===== config.mk =====
export PLATFORM = sky130hd
export DESIGN_NAME = dtr_front
export DESIGN_NICKNAME = d
export VERILOG_FILES = /design/src/design/dtr_pkg.sv /design/src/design/dtr_front.sv
export SDC_FILE = /design/constraint.sdc
export NUM_CORES = 1
export LEC_CHECK = 0
export ABC_AREA = 1
export BUFFER_PORTS_ARGS = -buffer_cell sky130_fd_sc_hd__buf_2
export CORE_AREA = 2 2 291 293
export DETAILED_ROUTE_END_ITERATION = 6
export DIE_AREA = 0 0 293 295
export SLEW_MARGIN = 20
export SYNTH_ARGS = -nofsm -noshare
export SYNTH_HDL_FRONTEND = slang
export SYNTH_SLANG_ARGS = --single-unit

===== constraint.sdc =====
create_clock -name clk -period 2.8 [get_ports clk]
set_clock_uncertainty 0.05 [all_clocks]
set_input_delay 0.28 -clock clk [delete_from_list [all_inputs] [get_ports clk]]
set_output_delay 0.28 -clock clk [all_outputs]
set_load 0.01 [all_outputs]

===== src/design/dtr_pkg.sv =====
// ----------------------------------------------------------------------------
// dtr_pkg
// Shared types and constants of the diagnostic trace recorder: record and
// command layouts, result kinds, register indexes and back-end states.
// ----------------------------------------------------------------------------
package dtr_pkg;

	localparam int unsigned MaxResults = 16;
	localparam int unsigned LimitW     = 5;
	localparam int unsigned CfgIdxW    = 2;
	localparam int unsigned CfgDataW   = 32;
	localparam int unsigned KindW      = 3;

	typedef enum logic [CfgIdxW-1:0] {
		REG_ZERO_MASK    = 2'd0,
		REG_PARTIAL_MASK = 2'd1
	} reg_idx_t;

	typedef enum logic [KindW-1:0] {
		KIND_STORED    = 3'd0,
		KIND_DROPPED   = 3'd1,
		KIND_READ      = 3'd2,
		KIND_LAST_READ = 3'd3,
		KIND_EMPTY     = 3'd4
	} kind_t;

	typedef struct packed {
		logic [63:0] seq;
		logic [63:0] host_time;
		logic [31:0] captured;
		logic [31:0] requested;
		logic [31:0] peak;
		logic [31:0] flags;
		logic [31:0] zero_run;
		logic [31:0] partial_run;
		logic [31:0] path;
		logic [31:0] outcome;
		logic [31:0] status;
	} rec_t;

	typedef struct packed {
		logic              is_read;
		logic [LimitW-1:0] limit;
		rec_t              rec;
	} cmd_t;

	typedef struct packed {
		logic valid;
		cmd_t cmd;
	} head_t;

	typedef enum logic {
		BK_IDLE = 1'b0,
		BK_READ = 1'b1
	} bk_state_t;

endpackage


===== src/design/dtr_front.sv =====
// ----------------------------------------------------------------------------
// dtr_front
// Takes items, keeps the mask registers, the sequence counter and the two
// run counters, and builds the command pushed into the queue.
// ----------------------------------------------------------------------------
module dtr_front (
	input  logic                       clk,
	input  logic                       arst_n,
	input  logic                       cfg_write,
	input  logic [dtr_pkg::CfgIdxW-1:0]  cfg_index,
	input  logic [dtr_pkg::CfgDataW-1:0] cfg_data,
	input  logic                       accept,
	input  logic                       command,
	input  logic [63:0]                host_time,
	input  logic [31:0]                captured_frames,
	input  logic [31:0]                requested_frames,
	input  logic [31:0]                peak_bits,
	input  logic [31:0]                event_flags,
	input  logic [31:0]                path_code,
	input  logic [31:0]                outcome_code,
	input  logic signed [31:0]         status_value,
	input  logic [dtr_pkg::LimitW-1:0] read_limit,
	output dtr_pkg::cmd_t              cmd
);
	import dtr_pkg::*;

	logic [31:0] zero_mask_q;
	logic [31:0] partial_mask_q;
	logic [63:0] seq_q;
	logic [31:0] zero_run_q;
	logic [31:0] partial_run_q;

	logic [63:0] seq_next;
	logic [31:0] zero_run_next;
	logic [31:0] partial_run_next;
	logic        is_record;

	assign is_record = accept && !command;

	always_comb begin
		seq_next = (seq_q == '1) ? seq_q : seq_q + 64'd1;
		if ((event_flags & zero_mask_q) != '0) begin
			zero_run_next = (zero_run_q == '1) ? zero_run_q : zero_run_q + 32'd1;
		end else begin
			zero_run_next = '0;
		end
		if ((event_flags & partial_mask_q) != '0) begin
			partial_run_next = (partial_run_q == '1) ? partial_run_q : partial_run_q + 32'd1;
		end else begin
			partial_run_next = '0;
		end
	end

	always_comb begin
		cmd.is_read             = command;
		cmd.limit               = read_limit;
		cmd.rec.seq             = seq_next;
		cmd.rec.host_time       = host_time;
		cmd.rec.captured        = captured_frames;
		cmd.rec.requested       = requested_frames;
		cmd.rec.peak            = peak_bits;
		cmd.rec.flags           = event_flags;
		cmd.rec.zero_run        = zero_run_next;
		cmd.rec.partial_run     = partial_run_next;
		cmd.rec.path            = path_code;
		cmd.rec.outcome         = outcome_code;
		cmd.rec.status          = $unsigned(status_value);
	end

	always_ff @(posedge clk or negedge arst_n) begin
		if (!arst_n) begin
			zero_mask_q    <= 32'd1;
			partial_mask_q <= 32'd2;
		end else if (cfg_write) begin
			case (cfg_index)
				REG_ZERO_MASK:    zero_mask_q    <= cfg_data;
				REG_PARTIAL_MASK: partial_mask_q <= cfg_data;
				default:          ;
			endcase
		end
	end

	// counters advance on every record item, dropped or not
	always_ff @(posedge clk or negedge arst_n) begin
		if (!arst_n) begin
			seq_q         <= '0;
			zero_run_q    <= '0;
			partial_run_q <= '0;
		end else if (is_record) begin
			seq_q         <= seq_next;
			zero_run_q    <= zero_run_next;
			partial_run_q <= partial_run_next;
		end
	end

endmodule


==> run_results.csv <==
group,metric,value,unit
status,outcome,"complete, no violations",
detailed_routing,drt_iter0_markers,1179,
global_routing,grt_pass1_vias,13440,
cts,cts_buffers,17,
power_and_ir_drop,power_density,444.7,mW/mm2
cts,cts.path.max_buffers,2,
detailed_routing,firstDrtPassIters,6,
timing,period_share,97.53,%
logic_synthesis,ys_warn_count,0,
timing,worst_hold_slack,0.03805,ns
placed_design,portBuffers,231,
die,die_area,0.08644,mm2
timing,fmax,366.2,MHz
finish,fin_cells,3404,
timing,worstMarginPinSlew,0.5995,ns
logic_synthesis,netlist_instances,2304,
timing,final-max-slew-violation-count,0,
logic_synthesis,synth-edff-count,0,
setup_path,crit_chain,"ha_4 > inv_4 > nor2_4 > nand2_4 > nor2_4 > nand2_4 > inv_2 > nand3_4 > bufbuf_16 > nand3_2 > buf_2",
detailed_routing,drc_errors,0,
logic_synthesis,syn-num-nets,2639,
cts,worstSkewPairLatency,0.51,ns
logic_synthesis,yosys.area.top_type,"dfrtp_1",
die,core,0.08316,mm2
die,die_y,295,um
timing,min_period,2.731,ns
detailed_routing,route.met3.wl,5672,um
detailed_routing,antenna_left,0,
logic_synthesis,ys_types,32,
detailed_routing,drt-vias-per-instance,4.161,
worst_hold_path,worstHoldPathType,"in -> reg",
cts,root_buffer,"clkbuf_16",
setup_path,cp_data_required_time,2.47,ns
setup_path,start_kind,"flop",
die,pin_count,754,
setup_path,crit_path_end_kind,"output port",
setup_path,cp_slowest_cell,"dfrtp_1",
detailed_routing,num_vias,14170,
cts,cts_tree,"done",
flow_run,maxCapViolCount,0,
power_and_ir_drop,p_leak,8.683,nW
detailed_routing,dr_wl_met2,24340,um
die,dieWidth,293,um
timing,layout_setup_ws,0.06911,ns
placed_design,dpl_worst_slack,0.1406,ns
logic_synthesis,yosys_most_used_dff,"dfrtp_1",
timing,rsz0062_at_grt,"yes",
power_and_ir_drop,power,7.635,mW
logic_synthesis,synth_top_area_share,31.52,%
cts,clk_pin_slew,0.09,ns
die,num_rows,106,
global_routing,grt_usage,12.99,%
placed_design,dp_cells,3293,
logic_synthesis,synth-async-reset-ratio,100.0,%
setup_path,arrival,2.40,ns
global_routing,grt_max_degree,80,
timing,finalSetupViolCount,0,
placed_design,place_area,0.01549,mm2
timing,finalHoldViolCount,0,
cts,htree_levels,4,
setup_path,crit_type,"reg -> out",
logic_synthesis,syn_area_per_cell,6.547,um2
global_routing,grt_overflow,0,
die,initial_core_util,18.14,%
finish,final_common_cell,"nand2_1",
setup_path,critPathTopFamily,"simple AND/OR/NAND/NOR gates",
power_and_ir_drop,ir_drop,0.4866,mV
logic_synthesis,synth.area.top_cells,"dfrtp_1 (32%), nand2_1 (21%), buf_4 (15%), nor2_1 (5.7%), inv_1 (5.5%)",
setup_path,cp_max_fo,7,
finish,diodes,0,
finish,syn_to_final_growth,13.83,%
setup_path,crit_buf_inv,4,
timing,fin_tns_setup,0,ns
finish,fin_area,0.01717,mm2
logic_synthesis,synth_area,0.01508,mm2
setup_path,slowest_delay,0.40,ns
detailed_routing,drt-total-wl,57380,um
logic_synthesis,ys_seq_elements,192,
timing,relSlewSlack,59.72,%
placed_design,dp_hpwl,43730,um
detailed_routing,wire_per_inst,16.86,um
detailed_routing,top_layer_used,"met5",
cts,clkSinkCount,192,
global_routing,antenna_found_initial,3,
global_routing,grt_pass1_wl,84320,um
finish,most-common-layout-cells,"nand2_1 (811), buf_2 (228), inv_1 (221)",
finish,nets,2646,
logic_synthesis,yosysSeqAreaShare,31.87,%
placed_design,place.gp.congestion,0.9246,
detailed_routing,wl_met1,25580,um
finish,drive_gt1_share,21.64,%
finish,utilization,20.65,%
==> sequential cells by signal, summed over array words and instances (netlist names) <==
signal,count
partial_mask_q,32
partial_run_q,32
seq_q,64
zero_mask_q,32
zero_run_q,32
==> what timing repair did <==
item | 4_1_cts | 5_1_grt
cloned | 3 | 1
hold endpoints to repair | 126 | 0
resized for setup | 33 | 59
hold buffers | 28 | 0
setup endpoints to repair | 125 | 121
pin swaps | 5 | 15
setup buffers | 15 | 32
==> path summary, 6_finish.rpt <==
path,start,slack [ns],endpoint,depth (start not counted)
max,seq_q[1]$_DFFE_PN0P_,0.07,cmd[398],11
min,cfg_data[29],0.04,partial_mask_q[29]$_DFFE_PN0P_,3
max reg2reg,seq_q[1]$_DFFE_PN0P_,0.48,seq_q[8]$_DFFE_PN0P_,13
min reg2reg,partial_mask_q[25]$_DFFE_PN0P_,0.43,partial_mask_q[25]$_DFFE_PN0P_,2
max in group asynchronous,arst_n,1.73,seq_q[55]$_DFFE_PN0P_,3
min in group asynchronous,arst_n,0.21,zero_mask_q[13]$_DFFE_PN0P_,2
==> report_power, final <==
group          switching [mW]  internal [mW]  total (mW)
logic                    1.06          0.626        1.68
registers               0.242           3.04        3.29
clock network            1.38           1.29        2.67
==> logic make-up after synthesis <==
| group | count (synthesis) | synth area share (%) |
|---|---|---|
| and+or+nand+nor | 1318 | 37.38 |
| adders and majority gates | 3 | 0.2489 |
| AOI/OAI and AO/OA | 168 | 5.898 |
| DFF | 192 | 31.87 |
| xor gates and xnor gates | 42 | 2.439 |
| buffers and inverters | 581 | 22.17 |
==> area by class of cell <==
cell class | count | area [um2]
clock buffer | 17 | 425.4
clock inverter | 15 | 188.9
fill | 9407 | 65990
inverter | 226 | 853.3
multi-input combinational | 1531 | 7188
sequential | 192 | 4827
tap | 1080 | 1351
timing repair buffer | 343 | 2335
==> routing by layer <==
layer | global-route usage, % | vias to the layer above
met1 | 16.95 | 6490
met2 | 19.12 | 705
li1 | - | 6830
met5 | 0.7761 | -
met3 | 5.029 | 136
met4 | 5.028 | 4
==> Yosys cell counts (5+ instances only) <==
| library cell | instances |
|---|---|
| clkbuf_1 | 44 |
| or2_2 | 23 |
| nand3_2 | 30 |
| nand2_1 | 826 |
| xor2_1 | 37 |
| o21bai_1 | 16 |
| o21ai_0 | 131 |
| nand3_1 | 101 |
| nor2_2 | 10 |
| nor2_1 | 230 |
| buf_2 | 11 |
| o21ai_1 | 16 |
| nand2_2 | 12 |
| buf_6 | 6 |
| dfrtp_1 | 190 |
| nand3b_1 | 21 |
| xnor2_1 | 5 |
| nor2_4 | 5 |
| inv_1 | 223 |
| and2_1 | 6 |
| nor3_1 | 15 |
| buf_4 | 294 |
| nand4_1 | 30 |
==> worst reg2reg max path, delay by kind of cell, from the launching register on <==
| kind | cells | cell delay (ns) |
|---|---|---|
| adder cells (fa/ha/maj) | 1 | 0.19 |
| AO/OA/AOI/OAI | 1 | 0.19 |
| AND/OR/NAND/NOR | 7 | 0.93 |
| flip-flops | 1 | 0.40 |
| buffers and inverters | 4 | 0.47 |
No activity file was read; power rests on OpenSTA's default activity.
