[src/design/dtr_pkg.sv]
// ----------------------------------------------------------------------------
// dtr_pkg
// Shared types and constants of the diagnostic trace recorder: record and
// command layouts, result kinds, register indexes and back-end states.
// ----------------------------------------------------------------------------
package dtr_pkg;

	localparam int unsigned MaxResults = 16;
	localparam int unsigned LimitW     = 5;
	localparam int unsigned CfgIdxW    = 2;
	localparam int unsigned CfgDataW   = 32;
	localparam int unsigned KindW      = 3;

	typedef enum logic [CfgIdxW-1:0] {
		REG_ZERO_MASK    = 2'd0,
		REG_PARTIAL_MASK = 2'd1
	} reg_idx_t;

	typedef enum logic [KindW-1:0] {
		KIND_STORED    = 3'd0,
		KIND_DROPPED   = 3'd1,
		KIND_READ      = 3'd2,
		KIND_LAST_READ = 3'd3,
		KIND_EMPTY     = 3'd4
	} kind_t;

	typedef struct packed {
		logic [63:0] seq;
		logic [63:0] host_time;
		logic [31:0] captured;
		logic [31:0] requested;
		logic [31:0] peak;
		logic [31:0] flags;
		logic [31:0] zero_run;
		logic [31:0] partial_run;
		logic [31:0] path;
		logic [31:0] outcome;
		logic [31:0] status;
	} rec_t;

	typedef struct packed {
		logic              is_read;
		logic [LimitW-1:0] limit;
		rec_t              rec;
	} cmd_t;

	typedef struct packed {
		logic valid;
		cmd_t cmd;
	} head_t;

	typedef enum logic {
		BK_IDLE = 1'b0,
		BK_READ = 1'b1
	} bk_state_t;

endpackage

[src/design/dtr_cmd_queue.sv]
// ----------------------------------------------------------------------------
// dtr_cmd_queue
// Two-entry command queue between the front and the back end.
// ----------------------------------------------------------------------------
module dtr_cmd_queue (
	input  logic           clk,
	input  logic           arst_n,
	input  logic           push,
	input  dtr_pkg::cmd_t  push_cmd,
	output logic           space,
	input  logic           pop,
	output dtr_pkg::head_t head
);
	import dtr_pkg::*;

	cmd_t       slot_q [2];
	logic       wr_ptr_q;
	logic       rd_ptr_q;
	logic [1:0] count_q;

	assign space      = (count_q != 2'd2);
	assign head.valid = (count_q != 2'd0);
	assign head.cmd   = slot_q[rd_ptr_q];

	always_ff @(posedge clk) begin
		if (push) begin
			slot_q[wr_ptr_q] <= push_cmd;
		end
	end

	always_ff @(posedge clk or negedge arst_n) begin
		if (!arst_n) begin
			wr_ptr_q <= 1'b0;
			rd_ptr_q <= 1'b0;
			count_q  <= 2'd0;
		end else begin
			if (push) begin
				wr_ptr_q <= !wr_ptr_q;
			end
			if (pop) begin
				rd_ptr_q <= !rd_ptr_q;
			end
			case ({push, pop})
				2'b10:   count_q <= count_q + 2'd1;
				2'b01:   count_q <= count_q - 2'd1;
				default: count_q <= count_q;
			endcase
		end
	end

endmodule

[config.mk]
export PLATFORM = sky130hd
export DESIGN_NAME = dtr_cmd_queue
export DESIGN_NICKNAME = d
export VERILOG_FILES = /design/src/design/dtr_pkg.sv /design/src/design/dtr_cmd_queue.sv
export SDC_FILE = /design/constraint.sdc
export NUM_CORES = 1
export LEC_CHECK = 0
export BUFFER_PORTS_ARGS = -buffer_cell sky130_fd_sc_hd__buf_2
export CAP_MARGIN = 20
export CORE_AREA = 2 2 330 332
export DETAILED_ROUTE_END_ITERATION = 8
export DIE_AREA = 0 0 332 334
export GPL_TIMING_DRIVEN = 0
export SLEW_MARGIN = 40
export SYNTH_ARGS = -nofsm -noshare
export SYNTH_HDL_FRONTEND = slang
export SYNTH_SLANG_ARGS = --single-unit
export TNS_END_PERCENT = 10
[constraint.sdc]
create_clock -name clk -period 21.6 [get_ports clk]
set_clock_uncertainty 0.15 [all_clocks]
set_input_delay 2.16 -clock clk [delete_from_list [all_inputs] [get_ports clk]]
set_output_delay 2.16 -clock clk [all_outputs]
set_load 0.01 [all_outputs]
==> metrics.md, run 1 <==
| Metric | Value |
|---|---|
| Port Buf Inserts | 849 |
| Clk network pwr share | 27.9% |
| Setup WS post-layout | 17.01 ns |
| P_leak | 15.06 nW |
| Yosys top cell area share | 82.34% |
| GRT Residual Overflow | 0 |
| Setup WS pre-CTS | 16.70 ns |
| Placed Area | 37580 µm² |
| Total Routing Usage GR | 13.64% |
| Reg-to-reg slack, setup | 18.64 ns |
| Reg clk slew, reported paths | 0.06 ns |
| Routed length per instance | 20.77 µm |
| Final Hold Vio Count | 0 |
| Minimum clock period | 4.593 ns |
| Crit. End Element | output pin |
| Slew margin rel. | 64.58% |
| Crit path DAT | 2.28 ns |
| Max Cap Violations | 0 |
| Setup CP Type | register to output pin |
| Synth warn | 0 |
| Worst-skew pair later-pin latency | 0.62 ns |
| Final setup viols | 0 |
| P_sw | 1.606 mW |
| Post-Layout Cell Count | 3804 |
| Iter 0 DRT Violations | 997 |
| Worst Hold Endpoint | count_q[1] |
| Reg-to-reg startpoint | wr_ptr_q |
| Number of hold buffers added after cts | 0 |
| # Post-CTS Setup Buffers | 0 |
| Cells after Synth | 1329 |
| Post-Syn Area | 30780 µm² |
| Synth unique cells | 13 |
| Post-Route WL | 79.01 mm |
| Initial antenna violation count | 28 |
| TritonCTS clock tree | done |
| Num CTS Buffers | 90 |
| Seq/Total Area, Yosys | 82.66% |
| Ports | 850 |
| Worst-path fanout max | 10 |
| Seq pwr share | 41.2% |
| RSZ-0062 raised after global routing | false |
| FF-to-FF End | slot_q[0][359] |
| Least-Margin Pin Slew | 0.5313 ns |
| Dpl cells | 3630 |
| Share of cells above drive strength 1 | 62.42% |
| P&R area growth vs syn | 31.65% |
| Via count | 16260 |
| DP HPWL | 60.00 mm |
| Most frequent cells in the layout | buf_2, edfxtp_1, mux2_2, clkbuf_16, buf_6 |
| Hold depth | 1 |
| Largest net degree at the start of global routing | 40 |
| Combinational share of power | 31.0% |
| Chip Height | 334 µm |
| Placement Rows | 121 |
| HP Class | register to register |
| CORE AREA | 107800 µm² |
| Most used cell, CP | buf_6 |
| Status | finished, final reports clean |
| First-pass GRT wire length | 112.7 mm |
| H-tree Lvls | 3 |
| Die X-Extent | 332 µm |
| Final instance area | 40520 µm² |
| CP peak stage delay | 0.40 ns |
| Cell taking the most area after synthesis | edfxtp_1 |
| Power per cell area | 134.2 nW/µm² |
| Syn_nets | 1756 |
| Tot Pwr | 5.438 mW |
| Initial Util | 28.56% |
| Critical-path cell list | buf_6, buf_6, buf_6, mux2_2, buf_2 |
| Yosys reg bits | 848 |
| Hold_sp | count_q[1] |
| CTS root buf | clkbuf_16 |
| Vias in the first global route | 17470 |
| Fin crit share | 21.27% |
| Die area | 110900 µm² |
| Fmax | 0.2177 GHz |
| Worst Path Required | 19.29 ns |
| P_int | 3.832 mW |
| 1st-pass router iterations | 5 |
| CTS Sinks | 848 |
| Cell count of the worst reg-to-reg path | 10 |
| Post-cts resize count | 0 |
| ANT nets after route | 0 |
| Final Max Tran Viols | 0 |
| Clock tree buffer depth | 3 |
| Sw Share | 29.54% |
| Startpoint types | register |
| Via/cell ratio | 4.274 |
| Layout Nets | 2735 |
| Buf/Inv on CP | 4 |
| Most common cell after layout, fill and taps aside | buf_2 |
| Number of remaining DRC errors | 0 |
| Worst IR drop on VDD | 0.09752 mV |
| Routability Congestion | 0.8464 |
| Main area contributors after synthesis | edfxtp_1, mux2_2, buf_6 |
| Largest delay share family, worst path | buffers and inverters |
| Syn_area_per_cell | 23.16 µm² |
| Slowest-stage cell, CP | mux2_2 |
==> state kept, by name (all words and copies together), names as in the netlist <==
register,cells
rd_ptr_q,1
wr_ptr_q,1
slot_q,844
count_q,2
==> metrics by stage <==
stage,hold WS (ns),setup TNS [ns],utilization [%]
finish,0.3552,0,37.59
global placement,0.3198,-3680.78,34.14
detailed placement,0.3550,0,34.87
floorplan,0.3055,0,-
CTS,0.3668,0,37.57
global route,0.3902,0,37.59
==> worst max-delay path by stage <==
stage	start	endpoint	slack, ns	cells past startpoint
2_1_floorplan	push	slot_q[0][0]	0.35	2
3_3_place_gp	push	slot_q[0][367]	-8.83	3
3_5_place_dp	push	slot_q[0][371]	16.70	12
4_1_cts	rd_ptr_q	head[182]	16.81	5
5_1_grt	rd_ptr_q	head[182]	16.82	5
6_report	rd_ptr_q	head[182]	17.01	5
==> per-layer routing <==
layer / global-route usage, % / routed length (µm)
met1: 14.39 / 28550
met2: 24.91 / 41460
met3: 5.184 / 6810
met4: 4.410 / 2047
met5: 0 / 145
==> area by class of cell <==
| class | count | area [µm²] |
|---|---|---|
| clock buffer | 111 | 2352 |
| antenna | 11 | 27.53 |
| multi-input combinational | 433 | 4845 |
| timing repair buffer | 887 | 5025 |
| fill | 10020 | 67270 |
| sequential | 848 | 25440 |
| clock inverter | 52 | 559.3 |
| buffer | 47 | 498.0 |
| inverter | 1 | 3.754 |
| tap | 1414 | 1769 |
==> cells in the mapped netlist <==
library cell  number
edfxtp_1         844
mux2_2           422
buf_6             42
buf_2              5
dfrtp_1            4
xor2_1             3
nor2_1             2
xnor2_1            2
and2_1             1
ha_1               1
inv_1              1
nand2b_1           1
or2_2              1
==> power by group through the flow <==
stage	clock (mW)	sequential, mW	combinational, mW
2_1_floorplan	0	2.47	0.946
3_3_place_gp	0	2.59	1.60
3_5_place_dp	0	2.27	1.72
4_1_cts	1.56	2.24	1.73
5_1_grt	1.63	2.26	1.79
6_report	1.51	2.24	1.68
==> cells by family after synthesis <==
group,share of synthesized area (%)
flops,82.66
mux,15.44
buf+inv,1.630
xor+xnor,0.1423
simple gates,0.08541
fa+ha+maj,0.04064
No activity file was read; power rests on OpenSTA's default activity.
==> inputs of run 2 (changes only) <==
==> constraint.sdc (replaced) <==
create_clock -name clk -period 4.3 [get_ports clk]
set_clock_uncertainty 0.15 [all_clocks]
set_input_delay 0.43 -clock clk [delete_from_list [all_inputs] [get_ports clk]]
set_output_delay 0.43 -clock clk [all_outputs]
set_load 0.01 [all_outputs]
==> metrics.md, run 2 (synthesis gave the netlist of run 1 again) <==
| Metric | Value |
|---|---|
| Status | finished, final reports clean |
| Startpoint types | input pin |
| Via count | 18090 |
| Fmax | 0.3352 GHz |
| HP Class | input pin to register |
| CTS root buf | clkbuf_16 |
| Post-cts resize count | 0 |
| First-pass GRT wire length | 121.1 mm |
| Setup WS post-layout | 1.317 ns |
| Crit path DAT | 3.17 ns |
| Max Cap Violations | 0 |
| H-tree Lvls | 3 |
| TritonCTS clock tree | done |
| Worst-path fanout max | 20 |
| 1st-pass router iterations | 5 |
| Setup WS pre-CTS | 1.273 ns |
| DP HPWL | 60.78 mm |
| Most common cell after layout, fill and taps aside | buf_2 |
| Largest net degree at the start of global routing | 44 |
| Routed length per instance | 19.94 µm |
| Final Max Tran Viols | 0 |
| Final Hold Vio Count | 0 |
| Largest Register | slot_q |
| Slew margin rel. | 74.98% |
| Fill count | 9512 |
| Hold Slack | 0.3541 ns |
| Top flop regs | slot_q x844, count_q x2 |
| Most used cell, CP | buf_8 |
| P_leak | 16.73 nW |
| Largest delay share family, worst path | buffers and inverters |
| Iter 0 DRT Violations | 944 |
| Critical-path cell list | dlygate4sd3_1, buf_2, inv_12, nor2_4, buf_8, buf_16, buf_8, buf_8, buf_8, buf_16, buf_8, buf_16 |
| Initial Util | 28.56% |
| CP peak stage delay | 0.58 ns |
| Minimum clock period | 2.983 ns |
| Ports | 850 |
| Chip Height | 334 µm |
| Die X-Extent | 332 µm |
| CTS Sinks | 848 |
| GRT Residual Overflow | 0 |
| Vias in the first global route | 19920 |
| Port Buf Inserts | 849 |
| Dpl cells | 3628 |
| Buf/Inv on CP | 11 |
| Clock tree buffer depth | 3 |
| Most frequent cells in the layout | buf_2, edfxtp_1, dlygate4sd3_1, mux2_2, clkbuf_16 |
| CORE AREA | 107800 µm² |
| Routability Congestion | 0.8557 |
| Worst-skew pair later-pin latency | 0.64 ns |
| Placement Rows | 121 |
| Post-Layout Cell Count | 4227 |
| Crit. End Element | register |
| Worst Path Required | 4.48 ns |
| Share of cells above drive strength 1 | 52.84% |
| Number of hold buffers added after cts | 426 |
| Number of remaining DRC errors | 0 |
| Slowest-stage cell, CP | dlygate4sd3_1 |
| Post-Route WL | 84.30 mm |
| Max reg flops | 844 |
| Via/cell ratio | 4.280 |
| Reg clk slew, reported paths | 0.06 ns |
| Power per cell area | 611.9 nW/µm² |
| Least-Margin Pin Slew | 0.3753 ns |
| Fin crit share | 69.38% |
| Setup CP Type | input pin to register |
| Num CTS Buffers | 90 |
| Die area | 110900 µm² |
| ANT nets after route | 0 |
| Final setup viols | 0 |
| Initial antenna violation count | 21 |
| Layout Nets | 3159 |
| P&R area growth vs syn | 44.77% |
| Total Routing Usage GR | 14.56% |
| RSZ-0062 raised after global routing | false |
| Worst IR drop on VDD | 0.4739 mV |
| # Post-CTS Setup Buffers | 0 |
==> run 2: changes by cell type in the layout (fill, tap and decap cells not counted), moves of 3 or more <==
cell,delta
clkinv_2,+4
clkbuf_1,-3
clkinv_1,+6
clkinvlp_4,+3
dlygate4sd3_1,+426
bufinv_16,-7
==> run 2: final timing paths <==
kind                                from        endpoint  slack, ns  cells after the start
setup / recovery                    push  slot_q[0][382]       1.32                     12
hold / removal             push_cmd[210]  slot_q[1][210]       0.35                      2
setup reg to reg                wr_ptr_q  slot_q[0][382]       1.54                      9
hold reg to reg               count_q[1]      count_q[1]       0.37                      1
max in group asynchronous         arst_n        wr_ptr_q       3.29                      3
min in group asynchronous         arst_n      count_q[1]       0.54                      3
==> run 2: stage by stage <==
stage | setup TNS [ns] | cell area [µm²] | power (mW) | util [%]
after global routing | 0 | 44560 | 28.42 | 41.33
after floorplan | -2046.00 | 30800 | 16.47 | -
after detailed placement | 0 | 37550 | 19.98 | 34.84
final | 0 | 44560 | 27.27 | 41.34
after CTS | 0 | 44540 | 27.57 | 41.32
after global placement | -4525.15 | 36820 | 19.99 | 34.16
==> run 2: worst register-to-register path: cells and delay by family (launching register included) <==
family | cells | cell delay (ns)
buffers and inverters | 8 | 1.67
DFF | 1 | 0.42
and+or+nand+nor | 1 | 0.21
==> run 2: final cells by class <==
| class | count | area, µm² | share of cell area, % |
|---|---|---|---|
| antenna | 10 | 25.02 | 0.05616 |
| buffer | 47 | 498.0 | 1.118 |
| clock buffer | 107 | 2316 | 5.197 |
| clock inverter | 56 | 400.4 | 0.8985 |
| inverter | 1 | 16.27 | 0.03650 |
| multi-input combinational | 433 | 4845 | 10.87 |
| sequential | 848 | 25440 | 57.10 |
| tap | 1414 | 1769 | 3.970 |
| timing repair buffer | 1311 | 9246 | 20.75 |
==> run 2: where the power goes <==
| group | internal, mW | switching, mW | total, mW |
|---|---|---|---|
| sequential | 10.9 | 0.334 | 11.3 |
| combinational | 4.05 | 4.79 | 8.84 |
| clock | 4.04 | 3.12 | 7.16 |
| total | 19.0 | 8.24 | 27.3 |
==> run 2: per-layer routing <==
| layer | vias up | wire, µm | GRT usage [%] |
|---|---|---|---|
| met4 | 6 | 4156 | 7.640 |
| met5 | - | 44 | 0 |
| met2 | 729 | 43470 | 25.80 |
| met3 | 222 | 5842 | 4.413 |
| li1 | 8172 | - | - |
| met1 | 8962 | 30780 | 15.61 |
